**src/sv/irr_pkg.sv**
```systemverilog
// ----------------------------------------------------------------------------
// irr_pkg: shared types and constants of the irrigation decision block
// Payload structs, configuration register indexes, reset values and the
// fixed thresholds of risk scoring and need evaluation.
// ----------------------------------------------------------------------------
package irr_pkg;

   localparam int CSR_IDX_W  = 3;
   localparam int CSR_DATA_W = 32;

   localparam logic [CSR_IDX_W-1:0] CSR_TOP_SOIL_MIN       = 3'd0;
   localparam logic [CSR_IDX_W-1:0] CSR_ROOT_SOIL_MIN      = 3'd1;
   localparam logic [CSR_IDX_W-1:0] CSR_ROOT_SOIL_MAX      = 3'd2;
   localparam logic [CSR_IDX_W-1:0] CSR_TOP_LAYER_ENABLED  = 3'd3;
   localparam logic [CSR_IDX_W-1:0] CSR_ROOT_LAYER_ENABLED = 3'd4;
   localparam logic [CSR_IDX_W-1:0] CSR_WEATHER_ADJUST     = 3'd5;
   localparam logic [CSR_IDX_W-1:0] CSR_AUTOMATIC_MODE     = 3'd6;
   localparam logic [CSR_IDX_W-1:0] CSR_MIN_TOGGLE_MS      = 3'd7;

   localparam logic [13:0] RST_TOP_SOIL_MIN  = 14'd2500;
   localparam logic [13:0] RST_ROOT_SOIL_MIN = 14'd3500;
   localparam logic [13:0] RST_ROOT_SOIL_MAX = 14'd7000;
   localparam logic [31:0] RST_MIN_TOGGLE_MS = 32'd60000;

   // pest scoring
   localparam logic [13:0]        PEST_HUM      = 14'd8500;
   localparam logic [6:0]         PEST_LEAF     = 7'd60;
   localparam logic signed [14:0] PEST_T_LO     = 15'sd2000;
   localparam logic signed [14:0] PEST_T_HI     = 15'sd3000;
   localparam logic [13:0]        PEST_ROOT     = 14'd8000;
   localparam logic [6:0]         PEST_PTS_HUM  = 7'd30;
   localparam logic [6:0]         PEST_PTS_LEAF = 7'd35;
   localparam logic [6:0]         PEST_PTS_TEMP = 7'd20;
   localparam logic [6:0]         PEST_PTS_ROOT = 7'd10;

   // disease scoring
   localparam logic signed [14:0] DIS_HI_T_LO  = 15'sd2000;
   localparam logic signed [14:0] DIS_HI_T_HI  = 15'sd2800;
   localparam logic [13:0]        DIS_HI_HUM   = 14'd9000;
   localparam logic signed [14:0] DIS_MID_T_LO = 15'sd1800;
   localparam logic signed [14:0] DIS_MID_T_HI = 15'sd3000;
   localparam logic [13:0]        DIS_MID_HUM  = 14'd8000;
   localparam logic [13:0]        DIS_LOW_HUM  = 14'd7500;
   localparam logic [6:0]         DIS_LEAF     = 7'd70;
   localparam logic [6:0]         DIS_PTS_HI   = 7'd80;
   localparam logic [6:0]         DIS_PTS_MID  = 7'd50;
   localparam logic [6:0]         DIS_PTS_LOW  = 7'd25;
   localparam logic [6:0]         DIS_PTS_LEAF = 7'd15;

   localparam logic [6:0] RISK_MAX = 7'd100;

   // water decisions
   localparam logic [13:0]        EXCESS_ROOT = 14'd8500;
   localparam logic [13:0]        EXCESS_TOP  = 14'd9000;
   localparam logic [15:0]        RAIN_STOP   = 16'd20;
   localparam logic [13:0]        HUM_HOLD    = 14'd9000;
   localparam logic signed [15:0] ROOT_MARGIN = 16'sd500;

   typedef struct packed {
      logic signed [14:0] air_temp;
      logic [13:0]        air_humidity;
      logic [6:0]         leaf_wetness;
      logic [13:0]        top_soil;
      logic [13:0]        root_soil;
      logic [15:0]        rainfall;
      logic [31:0]        time_ms;
   } req_type;

   typedef struct packed {
      logic [6:0] pest_risk;
      logic [6:0] disease_risk;
      logic       excess_water;
      logic       watering_needed;
      logic       valve_open;
      logic       valve_changed;
   } rsp_type;

   typedef struct packed {
      logic [13:0] top_soil_min;
      logic [13:0] root_soil_min;
      logic [13:0] root_soil_max;
      logic        top_layer_enabled;
      logic        root_layer_enabled;
      logic        weather_adjust;
      logic        automatic_mode;
      logic [31:0] min_toggle_ms;
   } cfg_type;

   typedef struct packed {
      logic excess_water;
      logic watering_needed;
      logic valve_open;
      logic valve_changed;
   } ctl_type;

endpackage

```
**src/sv/irr_if.sv**
```systemverilog
// ----------------------------------------------------------------------------
// irr_if: valid/ready channels of the irrigation decision block
// Sample channel and result channel, each with source and sink views.
// ----------------------------------------------------------------------------
interface irr_req_if;
   logic             valid;
   logic             ready;
   irr_pkg::req_type data;

   modport source (output valid, output data, input ready);
   modport sink (input valid, input data, output ready);
endinterface

interface irr_rsp_if;
   logic             valid;
   logic             ready;
   irr_pkg::rsp_type data;

   modport source (output valid, output data, input ready);
   modport sink (input valid, input data, output ready);
endinterface

```
**src/sv/irr_csr.sv**
```systemverilog
// ----------------------------------------------------------------------------
// irr_csr: configuration registers
// Write-only register file decoded from the plain write port.
// ----------------------------------------------------------------------------
module irr_csr (
   input  logic                           clock,
   input  logic                           reset,
   input  logic                           csr_we,
   input  logic [irr_pkg::CSR_IDX_W-1:0]  csr_index,
   input  logic [irr_pkg::CSR_DATA_W-1:0] csr_wdata,
   output irr_pkg::cfg_type               cfg
);

   irr_pkg::cfg_type cfg_ff;
   irr_pkg::cfg_type cfg_in;

   always_comb begin
      cfg_in = cfg_ff;
      if (csr_we) begin
         unique case (csr_index)
            irr_pkg::CSR_TOP_SOIL_MIN:       cfg_in.top_soil_min       = csr_wdata[13:0];
            irr_pkg::CSR_ROOT_SOIL_MIN:      cfg_in.root_soil_min      = csr_wdata[13:0];
            irr_pkg::CSR_ROOT_SOIL_MAX:      cfg_in.root_soil_max      = csr_wdata[13:0];
            irr_pkg::CSR_TOP_LAYER_ENABLED:  cfg_in.top_layer_enabled  = csr_wdata[0];
            irr_pkg::CSR_ROOT_LAYER_ENABLED: cfg_in.root_layer_enabled = csr_wdata[0];
            irr_pkg::CSR_WEATHER_ADJUST:     cfg_in.weather_adjust     = csr_wdata[0];
            irr_pkg::CSR_AUTOMATIC_MODE:     cfg_in.automatic_mode     = csr_wdata[0];
            irr_pkg::CSR_MIN_TOGGLE_MS:      cfg_in.min_toggle_ms      = csr_wdata[31:0];
            default:                         cfg_in = cfg_ff;
         endcase
      end
   end

   always_ff @(posedge clock) begin
      if (reset) begin
         cfg_ff.top_soil_min       <= irr_pkg::RST_TOP_SOIL_MIN;
         cfg_ff.root_soil_min      <= irr_pkg::RST_ROOT_SOIL_MIN;
         cfg_ff.root_soil_max      <= irr_pkg::RST_ROOT_SOIL_MAX;
         cfg_ff.top_layer_enabled  <= 1'b1;
         cfg_ff.root_layer_enabled <= 1'b1;
         cfg_ff.weather_adjust     <= 1'b1;
         cfg_ff.automatic_mode     <= 1'b1;
         cfg_ff.min_toggle_ms      <= irr_pkg::RST_MIN_TOGGLE_MS;
      end else begin
         cfg_ff <= cfg_in;
      end
   end

   assign cfg = cfg_ff;

endmodule

```
**src/sv/irr_risk.sv**
```systemverilog
// ----------------------------------------------------------------------------
// irr_risk: pest and disease risk scoring
// Threshold-based scores from temperature, humidity, leaf wetness and root
// moisture, saturated at 100.
// ----------------------------------------------------------------------------
module irr_risk (
   input  irr_pkg::req_type item,
   output logic [6:0]       pest_risk,
   output logic [6:0]       disease_risk
);

   logic [6:0] pest_sum;
   logic [6:0] dis_base;
   logic [6:0] dis_sum;

   always_comb begin
      pest_sum = '0;
      if (item.air_humidity > irr_pkg::PEST_HUM) pest_sum = pest_sum + irr_pkg::PEST_PTS_HUM;
      if (item.leaf_wetness > irr_pkg::PEST_LEAF) pest_sum = pest_sum + irr_pkg::PEST_PTS_LEAF;
      if (item.air_temp >= irr_pkg::PEST_T_LO && item.air_temp <= irr_pkg::PEST_T_HI)
         pest_sum = pest_sum + irr_pkg::PEST_PTS_TEMP;
      if (item.root_soil > irr_pkg::PEST_ROOT) pest_sum = pest_sum + irr_pkg::PEST_PTS_ROOT;

      if (item.air_temp >= irr_pkg::DIS_HI_T_LO && item.air_temp <= irr_pkg::DIS_HI_T_HI &&
          item.air_humidity > irr_pkg::DIS_HI_HUM) begin
         dis_base = irr_pkg::DIS_PTS_HI;
      end else if (item.air_temp >= irr_pkg::DIS_MID_T_LO &&
                   item.air_temp <= irr_pkg::DIS_MID_T_HI &&
                   item.air_humidity > irr_pkg::DIS_MID_HUM) begin
         dis_base = irr_pkg::DIS_PTS_MID;
      end else if (item.air_humidity > irr_pkg::DIS_LOW_HUM) begin
         dis_base = irr_pkg::DIS_PTS_LOW;
      end else begin
         dis_base = '0;
      end
      dis_sum = dis_base;
      if (item.leaf_wetness > irr_pkg::DIS_LEAF) dis_sum = dis_base + irr_pkg::DIS_PTS_LEAF;
   end

   assign pest_risk    = (pest_sum > irr_pkg::RISK_MAX) ? irr_pkg::RISK_MAX : pest_sum;
   assign disease_risk = (dis_sum > irr_pkg::RISK_MAX) ? irr_pkg::RISK_MAX : dis_sum;

endmodule

```
**src/sv/irr_ctrl.sv**
```systemverilog
// ----------------------------------------------------------------------------
// irr_ctrl: watering need and irrigation toggle state
// Evaluates need and stop, applies the minimum toggle interval and keeps
// the irrigation, need and valve state. State advances on each step.
// ----------------------------------------------------------------------------
module irr_ctrl (
   input  logic             clock,
   input  logic             reset,
   input  logic             step,
   input  irr_pkg::cfg_type cfg,
   input  irr_pkg::req_type item,
   output irr_pkg::ctl_type ctl
);

   logic        irrigating_ff, irrigating_in;
   logic [31:0] last_toggle_ff, last_toggle_in;
   logic        valve_ff, valve_in;
   logic        need_ff, need_in;

   logic        need_a;
   logic        rain_hit;
   logic        hum_hold;
   logic        need;
   logic        stop;
   logic [31:0] elapsed;
   logic        open;
   logic        irr_next;
   logic        valve_pre;

   always_comb begin
      need_a = (cfg.root_layer_enabled && item.root_soil < cfg.root_soil_min) ||
               (cfg.top_layer_enabled && item.top_soil < cfg.top_soil_min);
      rain_hit = cfg.weather_adjust && item.rainfall > irr_pkg::RAIN_STOP;
      stop = (cfg.root_layer_enabled && item.root_soil > cfg.root_soil_max) || rain_hit;
      hum_hold = cfg.weather_adjust && item.air_humidity > irr_pkg::HUM_HOLD &&
                 ($signed({2'b00, item.root_soil}) >
                  ($signed({2'b00, cfg.root_soil_min}) - irr_pkg::ROOT_MARGIN));
      need = need_a && !rain_hit && !hum_hold;

      elapsed = item.time_ms - last_toggle_ff;
      open = elapsed >= cfg.min_toggle_ms;

      if (!irrigating_ff && need) begin
         irr_next = 1'b1;
      end else if (irrigating_ff && stop) begin
         irr_next = 1'b0;
      end else begin
         irr_next = irrigating_ff;
      end

      irrigating_in  = open ? irr_next : irrigating_ff;
      last_toggle_in = (open && irr_next != irrigating_ff) ? item.time_ms : last_toggle_ff;
      need_in        = open ? need : need_ff;
      valve_pre      = open ? irr_next : valve_ff;
      valve_in       = cfg.automatic_mode && valve_pre;

      ctl.excess_water    = item.root_soil > irr_pkg::EXCESS_ROOT ||
                            item.top_soil > irr_pkg::EXCESS_TOP;
      ctl.watering_needed = need_in;
      ctl.valve_open      = valve_in;
      ctl.valve_changed   = cfg.automatic_mode && (valve_in != valve_ff);
   end

   always_ff @(posedge clock) begin
      if (reset) begin
         irrigating_ff  <= 1'b0;
         last_toggle_ff <= '0;
         valve_ff       <= 1'b0;
         need_ff        <= 1'b0;
      end else if (step) begin
         irrigating_ff  <= irrigating_in;
         last_toggle_ff <= last_toggle_in;
         valve_ff       <= valve_in;
         need_ff        <= need_in;
      end
   end

endmodule

```
**src/sv/irrigation_decision_with_risk_top.sv**
```systemverilog
// ----------------------------------------------------------------------------
// irrigation_decision_with_risk_top: irrigation decision with risk scoring
// Each sample on req_ch (temperature, humidity, leaf wetness, top and root
// soil moisture, rainfall, millisecond time) yields one result on rsp_ch:
// pest and disease risk, excess water flag, watering need, valve request
// and a valve change flag.
// A transfer on req_ch lands in the input register; the scoring and toggle
// logic run from it, and the result is then loaded into the output register.
// One sample per cycle is sustained: both the input and output registers
// advance together whenever the output register is empty or being taken.
// When the receiver holds rsp_ch.ready low the result stays put, one more
// sample waits in the input register, and req_ch.ready then drops.
// Configuration is written through csr_we/csr_index/csr_wdata; the user must
// do so only while no sample is in flight, which the block does not enforce.
// The new value applies from the next sample.
// Synchronous reset empties both registers, clears the irrigation state
// and the toggle time, and restores the register defaults.
// ----------------------------------------------------------------------------
module irrigation_decision_with_risk_top (
   input  logic                           clock,
   input  logic                           reset,
   irr_req_if.sink                        req_ch,
   irr_rsp_if.source                      rsp_ch,
   input  logic                           csr_we,
   input  logic [irr_pkg::CSR_IDX_W-1:0]  csr_index,
   input  logic [irr_pkg::CSR_DATA_W-1:0] csr_wdata
);

   irr_pkg::cfg_type cfg;
   irr_pkg::ctl_type ctl;

   logic             in_valid_ff, in_valid_in;
   irr_pkg::req_type in_data_ff;
   logic             out_valid_ff, out_valid_in;
   irr_pkg::rsp_type out_data_ff, out_data_in;

   logic       advance;
   logic       step;
   logic [6:0] pest_risk;
   logic [6:0] disease_risk;

   irr_csr u_csr (
      .clock     (clock),
      .reset     (reset),
      .csr_we    (csr_we),
      .csr_index (csr_index),
      .csr_wdata (csr_wdata),
      .cfg       (cfg)
   );

   irr_risk u_risk (
      .item         (in_data_ff),
      .pest_risk    (pest_risk),
      .disease_risk (disease_risk)
   );

   irr_ctrl u_ctrl (
      .clock (clock),
      .reset (reset),
      .step  (step),
      .cfg   (cfg),
      .item  (in_data_ff),
      .ctl   (ctl)
   );

   assign advance      = !out_valid_ff || rsp_ch.ready;
   assign step         = in_valid_ff && advance;
   assign req_ch.ready = !in_valid_ff || advance;

   always_comb begin
      in_valid_in  = req_ch.ready ? req_ch.valid : in_valid_ff;
      out_valid_in = advance ? in_valid_ff : out_valid_ff;
      out_data_in.pest_risk       = pest_risk;
      out_data_in.disease_risk    = disease_risk;
      out_data_in.excess_water    = ctl.excess_water;
      out_data_in.watering_needed = ctl.watering_needed;
      out_data_in.valve_open      = ctl.valve_open;
      out_data_in.valve_changed   = ctl.valve_changed;
   end

   always_ff @(posedge clock) begin
      if (reset) begin
         in_valid_ff  <= 1'b0;
         out_valid_ff <= 1'b0;
      end else begin
         in_valid_ff  <= in_valid_in;
         out_valid_ff <= out_valid_in;
      end
   end

   always_ff @(posedge clock) begin
      if (req_ch.valid && req_ch.ready) begin
         in_data_ff <= req_ch.data;
      end
      if (step) begin
         out_data_ff <= out_data_in;
      end
   end

   assign rsp_ch.valid = out_valid_ff;
   assign rsp_ch.data  = out_data_ff;

endmodule

```
**src/flat_wrapper.sv**
```systemverilog
// flat-port wrapper written by rule: the top's interface ports become plain ports
module irrigation_decision_with_risk_top_flat 
  (clock, reset, csr_we, csr_index, csr_wdata, req_ch_valid, req_ch_data, req_ch_ready, rsp_ch_valid, rsp_ch_data, rsp_ch_ready);
  irr_req_if req_ch_i ();
  irr_rsp_if rsp_ch_i ();
  input  logic clock;
  input  logic reset;
  input  logic csr_we;
  input  logic [irr_pkg::CSR_IDX_W-1:0] csr_index;
  input  logic [irr_pkg::CSR_DATA_W-1:0] csr_wdata;
  input wire logic [$bits(req_ch_i.valid)-1:0] req_ch_valid;
  input wire logic [$bits(req_ch_i.data)-1:0] req_ch_data;
  output wire logic [$bits(req_ch_i.ready)-1:0] req_ch_ready;
  output wire logic [$bits(rsp_ch_i.valid)-1:0] rsp_ch_valid;
  output wire logic [$bits(rsp_ch_i.data)-1:0] rsp_ch_data;
  input wire logic [$bits(rsp_ch_i.ready)-1:0] rsp_ch_ready;
  assign req_ch_i.valid = req_ch_valid;
  assign req_ch_i.data = req_ch_data;
  assign req_ch_ready = req_ch_i.ready;
  assign rsp_ch_valid = rsp_ch_i.valid;
  assign rsp_ch_data = rsp_ch_i.data;
  assign rsp_ch_i.ready = rsp_ch_ready;
  irrigation_decision_with_risk_top u_core (.clock(clock), .reset(reset), .req_ch(req_ch_i), .rsp_ch(rsp_ch_i), .csr_we(csr_we), .csr_index(csr_index), .csr_wdata(csr_wdata));
endmodule
```
**config.mk**
```make
export PLATFORM = sky130hd
export DESIGN_NAME = irrigation_decision_with_risk_top_flat
export DESIGN_NICKNAME = d
export VERILOG_FILES = /design/src/sv/irr_pkg.sv /design/src/sv/irr_if.sv /design/src/sv/irr_csr.sv /design/src/sv/irr_risk.sv /design/src/sv/irr_ctrl.sv /design/src/sv/irrigation_decision_with_risk_top.sv /design/src/flat_wrapper.sv
export SDC_FILE = /design/constraint.sdc
export NUM_CORES = 1
export LEC_CHECK = 0
export BUFFER_PORTS_ARGS = -buffer_cell sky130_fd_sc_hd__buf_2
export CORE_MARGIN = 3
export CORE_UTILIZATION = 40
export CTS_CLUSTER_SIZE = 12
export DETAILED_ROUTE_END_ITERATION = 10
export SLEW_MARGIN = 20
export SYNTH_ARGS = -nofsm -noshare
export SYNTH_HDL_FRONTEND = slang
export SYNTH_HIERARCHICAL = 1
export SYNTH_SLANG_ARGS = --single-unit
```
**constraint.sdc**
```tcl
create_clock -name clock -period 8.44 [get_ports clock]
set_clock_uncertainty 0.1 [all_clocks]
set_input_delay 0.844 -clock clock [delete_from_list [all_inputs] [get_ports clock]]
set_output_delay 0.844 -clock clock [all_outputs]
set_load 0.01 [all_outputs]
```
==> qor.csv, run 1 <==
stage,metric,value,unit
sta,hold_viol,0,
sta,setup_viol,0,
pwr,p_per_area,187,nW/um^2
sta,fin_ws,3480,ps
place,io_buffer_count,171,
sta,period_needed,4960,ps
sta,rsz0062_at_grt,no,
routing,ant_nets,0,
grt,grt_pass1_wl,50.4,mm
routing,drtPass1Iterations,4,
clocking,post_cts_buffers,0,
grt,grt_use_total,17.0,%
logic_synthesis,synth_area,13900,um^2
routing,vias,9935,
routing,drt-vias-per-instance,5.05,
sta,fmax,202,MHz
grt,grt_overflow,0,
cells_and_area,final_cell_mix,"buf_2, nand2b_1, inv_1, edfxtp_1, ha_1",
critical_path,critPathLaunchType,register,
cells_and_area,layout_commonest_cell,buf_2,
routing,drc,0,
place,hpwl,23.8,mm
logic_synthesis,synth_edf_count,130,
clocking,cts_buffers,29,
critical_path,crit_path_end_kind,register,
logic_synthesis,yosysUniqueCellTypes,88,
pwr,power,3000,uW
floorplan,io_pins,172,
routing,drt_iter0_markers,426,
logic_synthesis,synth_seq_cells,245,
min_path,worst_hold_path.num_cells,1,
run_status,status,finished clean,
sta,final-max-slew-violation-count,0,
critical_path,path_class,register to register,
clocking,cts_tree,yes,
floorplan,dieArea,37000,um^2
logic_synthesis,ys_warn_count,6,
cells_and_area,regArea,6210,um^2
routing,wire_per_inst,16.2,um
cells_and_area,fillCellCount,3212,
clocking,cts_resized,0,
sta,tightest_slew,950,ps
cells_and_area,drive_gt1_share,16.3,%
floorplan,die_w,192,um
critical_path,r2r_cells,17,
logic_synthesis,netlist_instances,1326,
logic_synthesis,yosysSeqAreaShare,44.6,%
sta,setup_tns,0,ps
floorplan,row_count,67,
grt,grt_pass1_vias,9778,
logic_synthesis,ys.flop_type,edfxtp_1,
sta,period_share,58.7,%
cells_and_area,syn_to_final_growth,15.7,%
clocking,clk_latency,560,ps
cells_and_area,fin_nets,1771,
grt,antenna_found_initial,10,
logic_synthesis,synthArstFlopShare,0,%
floorplan,start_util,41.0,%
clocking,clk_pin_slew,60,ps
pwr,ir_drop,167,uV
place,post-place-ws,3500,ps
place,gp_congestion,0.826,
min_path,hp-class,input port to register,
grt,grt_max_degree,98,
critical_path,arrival,5330,ps
clocking,cts_root_buf,clkbuf_16,
clocking,cts.sinks,245,
clocking,clockBufferDepth,3,
cells_and_area,multiInputGateArea,6960,um^2
floorplan,die_y,192,um
logic_synthesis,syn_nets,1603,
logic_synthesis,syn_avg_cell_area,10.5,um^2
clocking,holdBufCountCts,0,
floorplan,core_area,33900,um^2
critical_path,r2r_slack,3480,ps
pwr,leakagePower,0.00668,uW
critical_path,path_max_fanout,32,
critical_path,worstPathRequired,8810,ps
routing,drt-total-wl,31.9,mm
clocking,cts_max_level,1,
sta,holdWs,353,ps
job,drv_cap,0,
sta,slew_headroom,36.0,%
[worst paths after layout]
kind | from | to
setup reg to reg | u_core/in_data_ff[9] | u_core/u_ctrl/last_toggle_ff[15]
setup / recovery | u_core/in_data_ff[9] | u_core/u_ctrl/last_toggle_ff[15]
hold / removal | req_ch_data[57] | u_core/in_data_ff[57]
hold reg to reg | u_core/u_ctrl/last_toggle_ff[17] | u_core/u_ctrl/last_toggle_ff[17]
[per-stage QoR]
stage	cell area (um^2)	util [%]	cells
global placement	15100	44.6	1911
floorplan	13900	-	1326
finish	16100	47.5	1967
detailed placement	15100	44.6	1911
CTS	16100	47.5	1963
global route	16100	47.5	1966
[layer usage]
metal  GRT usage (%)  part of all wire (%)  vias up
met4            4.90                   2.7       12
li1                -                     -     5083
met2            27.1                    44      219
met3            4.49                   5.9       61
met5               0                  0.22        -
met1            22.7                    47     4560
[layout make-up]
| type | instances | share of cell area [%] |
|---|---|---|
| multi-input cells | 911 | 43.3 |
| flip-flops and latches | 245 | 38.6 |
| repair buffers | 176 | 5.57 |
| clock buffers | 39 | 5.06 |
| well taps | 448 | 3.49 |
| inverters | 131 | 3.06 |
| clock inverters | 13 | 0.895 |
| diodes | 4 | 0.0622 |
[sequential cells by signal (all words and copies together), names as in the netlist]
| register | flops |
|---|---|
| u_core/rsp_ch.valid | 1 |
| u_core/u_ctrl/valve_ff | 1 |
| u_core/in_valid_ff | 1 |
| u_core/rsp_ch.data | 18 |
| u_core/u_ctrl/irrigating_ff | 1 |
| u_core/u_csr/cfg | 78 |
| u_core/in_data_ff | 112 |
| u_core/u_ctrl/need_ff | 1 |
| u_core/u_ctrl/last_toggle_ff | 32 |
[synth_stat cells, types with 4 or more instances]
cell	count	area, um^2
nand2b_1	150	938
inv_1	131	492
edfxtp_1	130	3900
ha_1	124	1550
mux2i_1	116	1160
dfxtp_1	115	2300
nor2_1	91	342
a21oi_1	57	285
a21o_1	38	285
nand2_1	36	135
o21ai_0	36	180
xnor2_1	30	263
nand4_1	26	163
nand3_1	21	105
clkbuf_1	19	71.3
nor3_1	17	85.1
xor2_1	11	96.3
o21a_1	10	75.1
buf_2	9	45.0
a31oi_1	8	50.1
nor2b_1	8	50.1
a211o_1	6	52.6
a211oi_1	6	45.0
a21boi_0	5	37.5
and3_1	5	31.3
nand4b_1	5	43.8
or4_1	5	37.5
nor3b_1	4	30.0
nor4_1	4	25.0
nor4bb_1	4	40.0
o2111ai_1	4	35.0
o21bai_1	4	30.0
o31a_1	4	35.0
[report_power, final]
group / internal, uW / total (uW) / switching [uW]
logic: 179 / 395 / 216
clock network: 764 / 1250 / 491
registers: 1310 / 1350 / 35.3
total: 2260 / 3000 / 742
[worst max-delay path: stages, from the launching register on]
cell and delay [ps]:
edfxtp_1 400, ha_1 380, a21oi_1 220, nor2_1 70, a2111oi_0 610, a31oi_1 300, o2111ai_1 280, a21boi_0 120
o21a_1 190, o21ai_0 190, o311ai_0 160, ha_1 330, nand4_1 90, o21ai_0 260, a21oi_1 170, a211oi_4 190
buf_4 500, mux2i_1 260
[kinds of logic (layout without fill, tap and decap cells)]
| family | Yosys count | in the layout | synth area share, % |
|---|---|---|---|
| fa+ha+maj | 125 | 125 | 11.3 |
| simple gates | 402 | 402 | 16.3 |
| flops | 245 | 245 | 44.6 |
| buf+inv | 170 | 359 | 5.34 |
| compound gates | 225 | 225 | 11.3 |
| mux | 118 | 118 | 8.51 |
| other cells | 0 | 4 | 0 |
| xor+xnor | 41 | 41 | 2.58 |
(Power assumes the default switching activity.)
==> inputs of run 2 (changes only) <==
==> constraint.sdc (replaced) <==
create_clock -name clock -period 4 [get_ports clock]
set_clock_uncertainty 0.1 [all_clocks]
set_input_delay 0.4 -clock clock [delete_from_list [all_inputs] [get_ports clock]]
set_output_delay 0.4 -clock clock [all_outputs]
set_load 0.01 [all_outputs]
==> run 2 against run 1 <==
  * The flow now finishes with violations (setup timing)
  * Combinational power rose to 2.8 times the previous value
  * Sequential power up 110%
  * Critical path depth up 1
  * Sequential share of layout area shrank 4.7 points
  * Non-clock buffer count rose by 204
  * Final area up 14%
  * First-iteration DRC count rose by 22%
  * Critical path type unchanged
  * Highest routed layer unchanged
==> qor.csv, run 2 (synthesis results as in run 1) <==
stage,metric,value,unit
routing,vias,10800,
run_status,status,"finished, violations left",
pwr,ir_drop,318,uV
routing,drt-vias-per-instance,4.99,
pwr,leakagePower,0.00765,uW
sta,setup_tns,-9590,ps
place,gp_congestion,0.848,
critical_path,arrival,4520,ps
sta,period_needed,4300,ps
place,io_buffer_count,171,
cells_and_area,layout_commonest_cell,buf_2,
min_path,hp-class,input port to register,
sta,period_share,108,%
floorplan,row_count,67,
floorplan,die_w,192,um
min_path,worst_hold_path.num_cells,3,
cells_and_area,final_cell_mix,"buf_2, nand2b_1, inv_1, edfxtp_1, dlygate4sd3_1",
routing,wire_per_inst,15.9,um
routing,drtPass1Iterations,5,
grt,grt_use_total,18.4,%
pwr,p_per_area,362,nW/um^2
critical_path,crit_path_end_kind,register,
sta,hold_viol,0,
cells_and_area,fin_nets,1974,
sta,tightest_slew,951,ps
clocking,cts_tree,yes,
cells_and_area,fillCellCount,3063,
place,hpwl,24.4,mm
sta,rsz0062_at_grt,yes,
grt,grt_use_met1,24.9,%
clocking,clk_pin_slew,60,ps
clocking,cts.sinks,245,
floorplan,core_area,33900,um^2
critical_path,path_class,register to register,
grt,grt_pass1_vias,10900,
sta,setup_viol,38,
sta,fin_ws,-305,ps
grt,busiest_layer,met2,
grt,use_met3,3.65,%
grt,grt_overflow,0,
cells_and_area,top_register,u_core/in_data_ff,
grt,antenna_found_initial,4,
cells_and_area,drive_gt1_share,21.1,%
clocking,clockBufferDepth,3,
grt,globalRouteMet2Util,30.2,%
clocking,clk_latency,560,ps
floorplan,die_y,192,um
floorplan,start_util,41.0,%
cells_and_area,finalNonFillerCells,2168,
cells_and_area,largest_reg_flops,112,
clocking,cts_max_level,1,
grt,grt_max_degree,108,
sta,slew_headroom,36.6,%
cells_and_area,regArea,6210,um^2
grt,grt_pass1_wl,55.1,mm
job,drv_cap,0,
cells_and_area,syn_to_final_growth,31.8,%
routing,drc,0,
sta,final-max-slew-violation-count,0,
run_status,violations,setup timing,
clocking,cts_root_buf,clkbuf_16,
routing,drt_iter0_markers,521,
critical_path,r2r_cells,18,
cells_and_area,multiInputGateArea,7250,um^2
floorplan,dieArea,37000,um^2
routing,drt-total-wl,34.6,mm
clocking,cts_buffers,28,
sta,fmax,232,MHz
place,dp.cells,1970,
critical_path,critPathLaunchType,register,
floorplan,io_pins,172,
routing,ant_nets,0,
critical_path,worstPathRequired,4210,ps
critical_path,path_max_fanout,4,
==> run 2: power breakdown <==
| group | total, uW | internal (uW) | switching (uW) |
|---|---|---|---|
| Clock | 2670 | 1640 | 1030 |
| Combinational | 1100 | 568 | 533 |
| Sequential | 2850 | 2770 | 76.4 |
==> run 2: layout make-up <==
type	instances	area share, %
multi-input cells	911	39.6
inverters	131	2.68
clock inverters	5	0.464
repair buffers	380	15.4
clock buffers	46	4.87
flip-flops and latches	245	33.9
well taps	448	3.06
diodes	2	0.0273
==> run 2: per-stage QoR <==
step	util, %	hold slack (ps)	worst slack (ps)	cell area [um^2]	power [uW]
6_report	54.1	25.9	-305	18300	6620
2_1_floorplan	-	349	-35.8	14000	3490
3_3_place_gp	46.2	357	-341	15700	3800
5_1_grt	54.1	13.1	-539	18300	6940
3_5_place_dp	46.2	365	-527	15700	3820
4_1_cts	53.5	2.70	-308	18100	6660
==> run 2: worst paths after layout <==
check | startpoint | endpoint | slack (ps)
worst min-delay path | csr_wdata[16] | u_core/u_csr/cfg[16] | 30
worst max register to register | u_core/in_data_ff[12] | u_core/rsp_ch.data[1] | -300
worst max-delay path | u_core/in_data_ff[12] | u_core/rsp_ch.data[1] | -300
worst min register to register | u_core/u_csr/cfg[19] | u_core/u_csr/cfg[19] | 370
==> run 2: timing repair <==
action / 4_1_cts / 5_1_grt
setup buffers: 6 / 9
hold buffers: 129 / 0
endpoints found under the setup margin: 38 / 41
cloned: 1 / 1
gates resized for setup: 26 / 28
pin swaps: 12 / 22
endpoints found under the hold margin: 129 / 0
==> run 2: worst max-delay path, stage by stage, from the launching register on <==
cell and delay [ps]:
edfxtp_1 430, ha_4 290, a211oi_2 200, nor2_2 70, o41a_1 430, a31oi_2 190, o21bai_1 100, a21oi_2 200
nor3_2 60, a311o_1 290, ha_1 300, nand4_1 130, a211o_1 330, o221ai_4 230, a21oi_4 100, buf_4 150
buf_6 110, buf_4 130, o21ba_2 200
==> run 2: metal layers <==
layer  vias to the layer above  share of wire [%]
met5                         -               0.12
met4                         6                2.5
met3                        57                5.1
met2                       228                 46
met1                      5069                 47
li1                       5464                  -
==> inputs of run 3 (changes only) <==
--- a/config.mk
+++ b/config.mk
@@ -5,9 +5,10 @@
 export SDC_FILE = /design/constraint.sdc
 export NUM_CORES = 1
 export LEC_CHECK = 0
-export BUFFER_PORTS_ARGS = -buffer_cell sky130_fd_sc_hd__buf_2
+export BUFFER_PORTS_ARGS = -buffer_cell sky130_fd_sc_hd__buf_4
 export CORE_MARGIN = 3
 export CORE_UTILIZATION = 40
+export CTS_BUF_LIST = sky130_fd_sc_hd__clkbuf_8
 export CTS_CLUSTER_SIZE = 12
 export DETAILED_ROUTE_END_ITERATION = 10
 export SLEW_MARGIN = 20
==> run 3 against run 2 <==
  * The run still ends with setup timing left
  * Worst hold slack better by 16 ps
  * Count of clock-buffer cells in the layout stayed put
  * Flip-flop and latch count stayed put
  * Sequential share of layout area is 0.69 points lower
  * Total power is 5.7% lower
  * Sequential power hardly changed
  * Largest power group unchanged
==> qor.csv, run 3 (synthesis results as in run 1) <==
stage,metric,value,unit
sta,rsz0062_at_grt,yes,
sta,final-max-slew-violation-count,0,
grt,grt_overflow,0,
critical_path,path_class,register to register,
cells_and_area,top_register,u_core/in_data_ff,
cells_and_area,finalCoreUtilization,55.2,%
sta,tightest_slew,985,ps
critical_path,arrival,4490,ps
sta,period_needed,4270,ps
cells_and_area,largest_reg_flops,112,
routing,drt_iter0_markers,607,
clocking,cts.sinks,245,
grt,antenna_found_initial,1,
routing,ant_nets,0,
cells_and_area,drive_gt1_share,21.7,%
run_status,status,"finished, violations left",
place,post-place-ws,-547,ps
place,io_buffer_count,171,
sta,hold_viol,0,
grt,grt_pass1_vias,11100,
place,gp_congestion,0.858,
clocking,cts_buffers,44,
place,hpwl,24.7,mm
grt,grt_max_degree,107,
floorplan,row_count,67,
clocking,clk_latency,580,ps
grt,grt_use_total,18.8,%
critical_path,critPathLaunchType,register,
critical_path,worstPathRequired,4210,ps
critical_path,path_max_fanout,5,
floorplan,die_w,192,um
floorplan,start_util,41.0,%
pwr,p_per_area,334,nW/um^2
routing,drtPass1Iterations,5,
sta,fmax,234,MHz
critical_path,r2r_slack,-270,ps
cells_and_area,final_cell_mix,"buf_4, nand2b_1, inv_1, dlygate4sd3_1, edfxtp_1",
floorplan,dieArea,37000,um^2
job,drv_cap,0,
min_path,hp-class,input port to register,
critical_path,crit_path_end_kind,register,
cells_and_area,layout_commonest_cell,buf_4,
clocking,clockBufferDepth,3,
floorplan,core_area,33900,um^2
sta,setup_viol,38,
floorplan,die_y,192,um
cells_and_area,fin_nets,1999,
routing,drc,0,
routing,drt-vias-per-instance,4.99,
pwr,ir_drop,315,uV
clocking,clk_pin_slew,60,ps
routing,vias,11000,
clocking,cts_tree,yes,
cells_and_area,syn_to_final_growth,34.5,%
floorplan,io_pins,172,
sta,fin_ws,-273,ps
sta,slew_headroom,34.3,%
run_status,violations,setup timing,
pwr,leakagePower,0.00784,uW
routing,wire_per_inst,16.0,um
sta,period_share,107,%
grt,grt_pass1_wl,56.1,mm
clocking,cts_root_buf,clkbuf_8,
clocking,cts_max_level,2,
routing,drt-total-wl,35.3,mm
[run 3: routing by layer]
metal  global-route usage [%]  routed length [um]  vias to the layer above
li1                         -                   -                     5534
met1                     25.1               16300                     5148
met2                     30.8               16300                      265
met3                     4.11                1940                       61
met4                     5.38                 840                        2
met5                        0                  13                        -
[run 3: worst max-delay path, stage by stage (launching register included)]
cell and delay, ps:
edfxtp_1 420, ha_1 300, nor2b_4 140, o2111ai_2 230
a21boi_2 100, a21o_1 250, a31oi_2 170, o21bai_1 100
a21oi_2 210, nor3_2 70, a311o_1 290, ha_1 290
a21o_1 180, a21o_1 180, a21oi_2 190, o221ai_4 140
buf_4 160, a21o_4 220, o21ai_1 110, o21ba_2 170
[run 3: power breakdown]
group          internal [uW]  switching (uW)  total (uW)  leakage, uW
registers               2770            81.3        2850      0.00220
logic                    613             536        1150      0.00517
clock network           1150            1090        2250     0.000471
[run 3: final cells by class]
class,count,area [um^2]
Antenna cell,1,2.50
Clock buffer,46,633
Clock inverter,36,209
Fill cell,2985,15200
Inverter,131,492
Multi-Input combinational cell,911,7250
Sequential cell,245,6210
Tap cell,448,561
Timing Repair Buffer,389,3350
[run 3: timing repair]
action | in CTS | in global routing
pin swaps | 24 | 19
setup buffers | 11 | 6
gates cloned | 2 | 0
hold buffers | 139 | 0
endpoints found under the hold margin | 139 | 0
resized for setup | 22 | 29
endpoints found under the setup margin | 38 | 41
[run 3: worst paths after layout]
check | startpoint | end | depth (start not counted)
setup / recovery | u_core/in_data_ff[1] | u_core/rsp_ch.data[1] | 19
hold / removal | csr_wdata[13] | u_core/u_csr/cfg[13] | 3
setup reg to reg | u_core/in_data_ff[1] | u_core/rsp_ch.data[1] | 19
hold reg to reg | u_core/u_csr/cfg[25] | u_core/u_csr/cfg[25] | 2
[run 3: through the flow]
stage	total power [uW]	area [um^2]	cells	setup TNS (ps)	hold WS, ps
6_report	6250	18700	2207	-6760	42.0
5_1_grt	6580	18700	2206	-15170	33.4
4_1_cts	6310	18500	2200	-10310	0.192
3_5_place_dp	3870	16100	1966	-16380	364
3_3_place_gp	3850	16100	1966	-10310	358
2_1_floorplan	3490	14000	1326	-1100	349
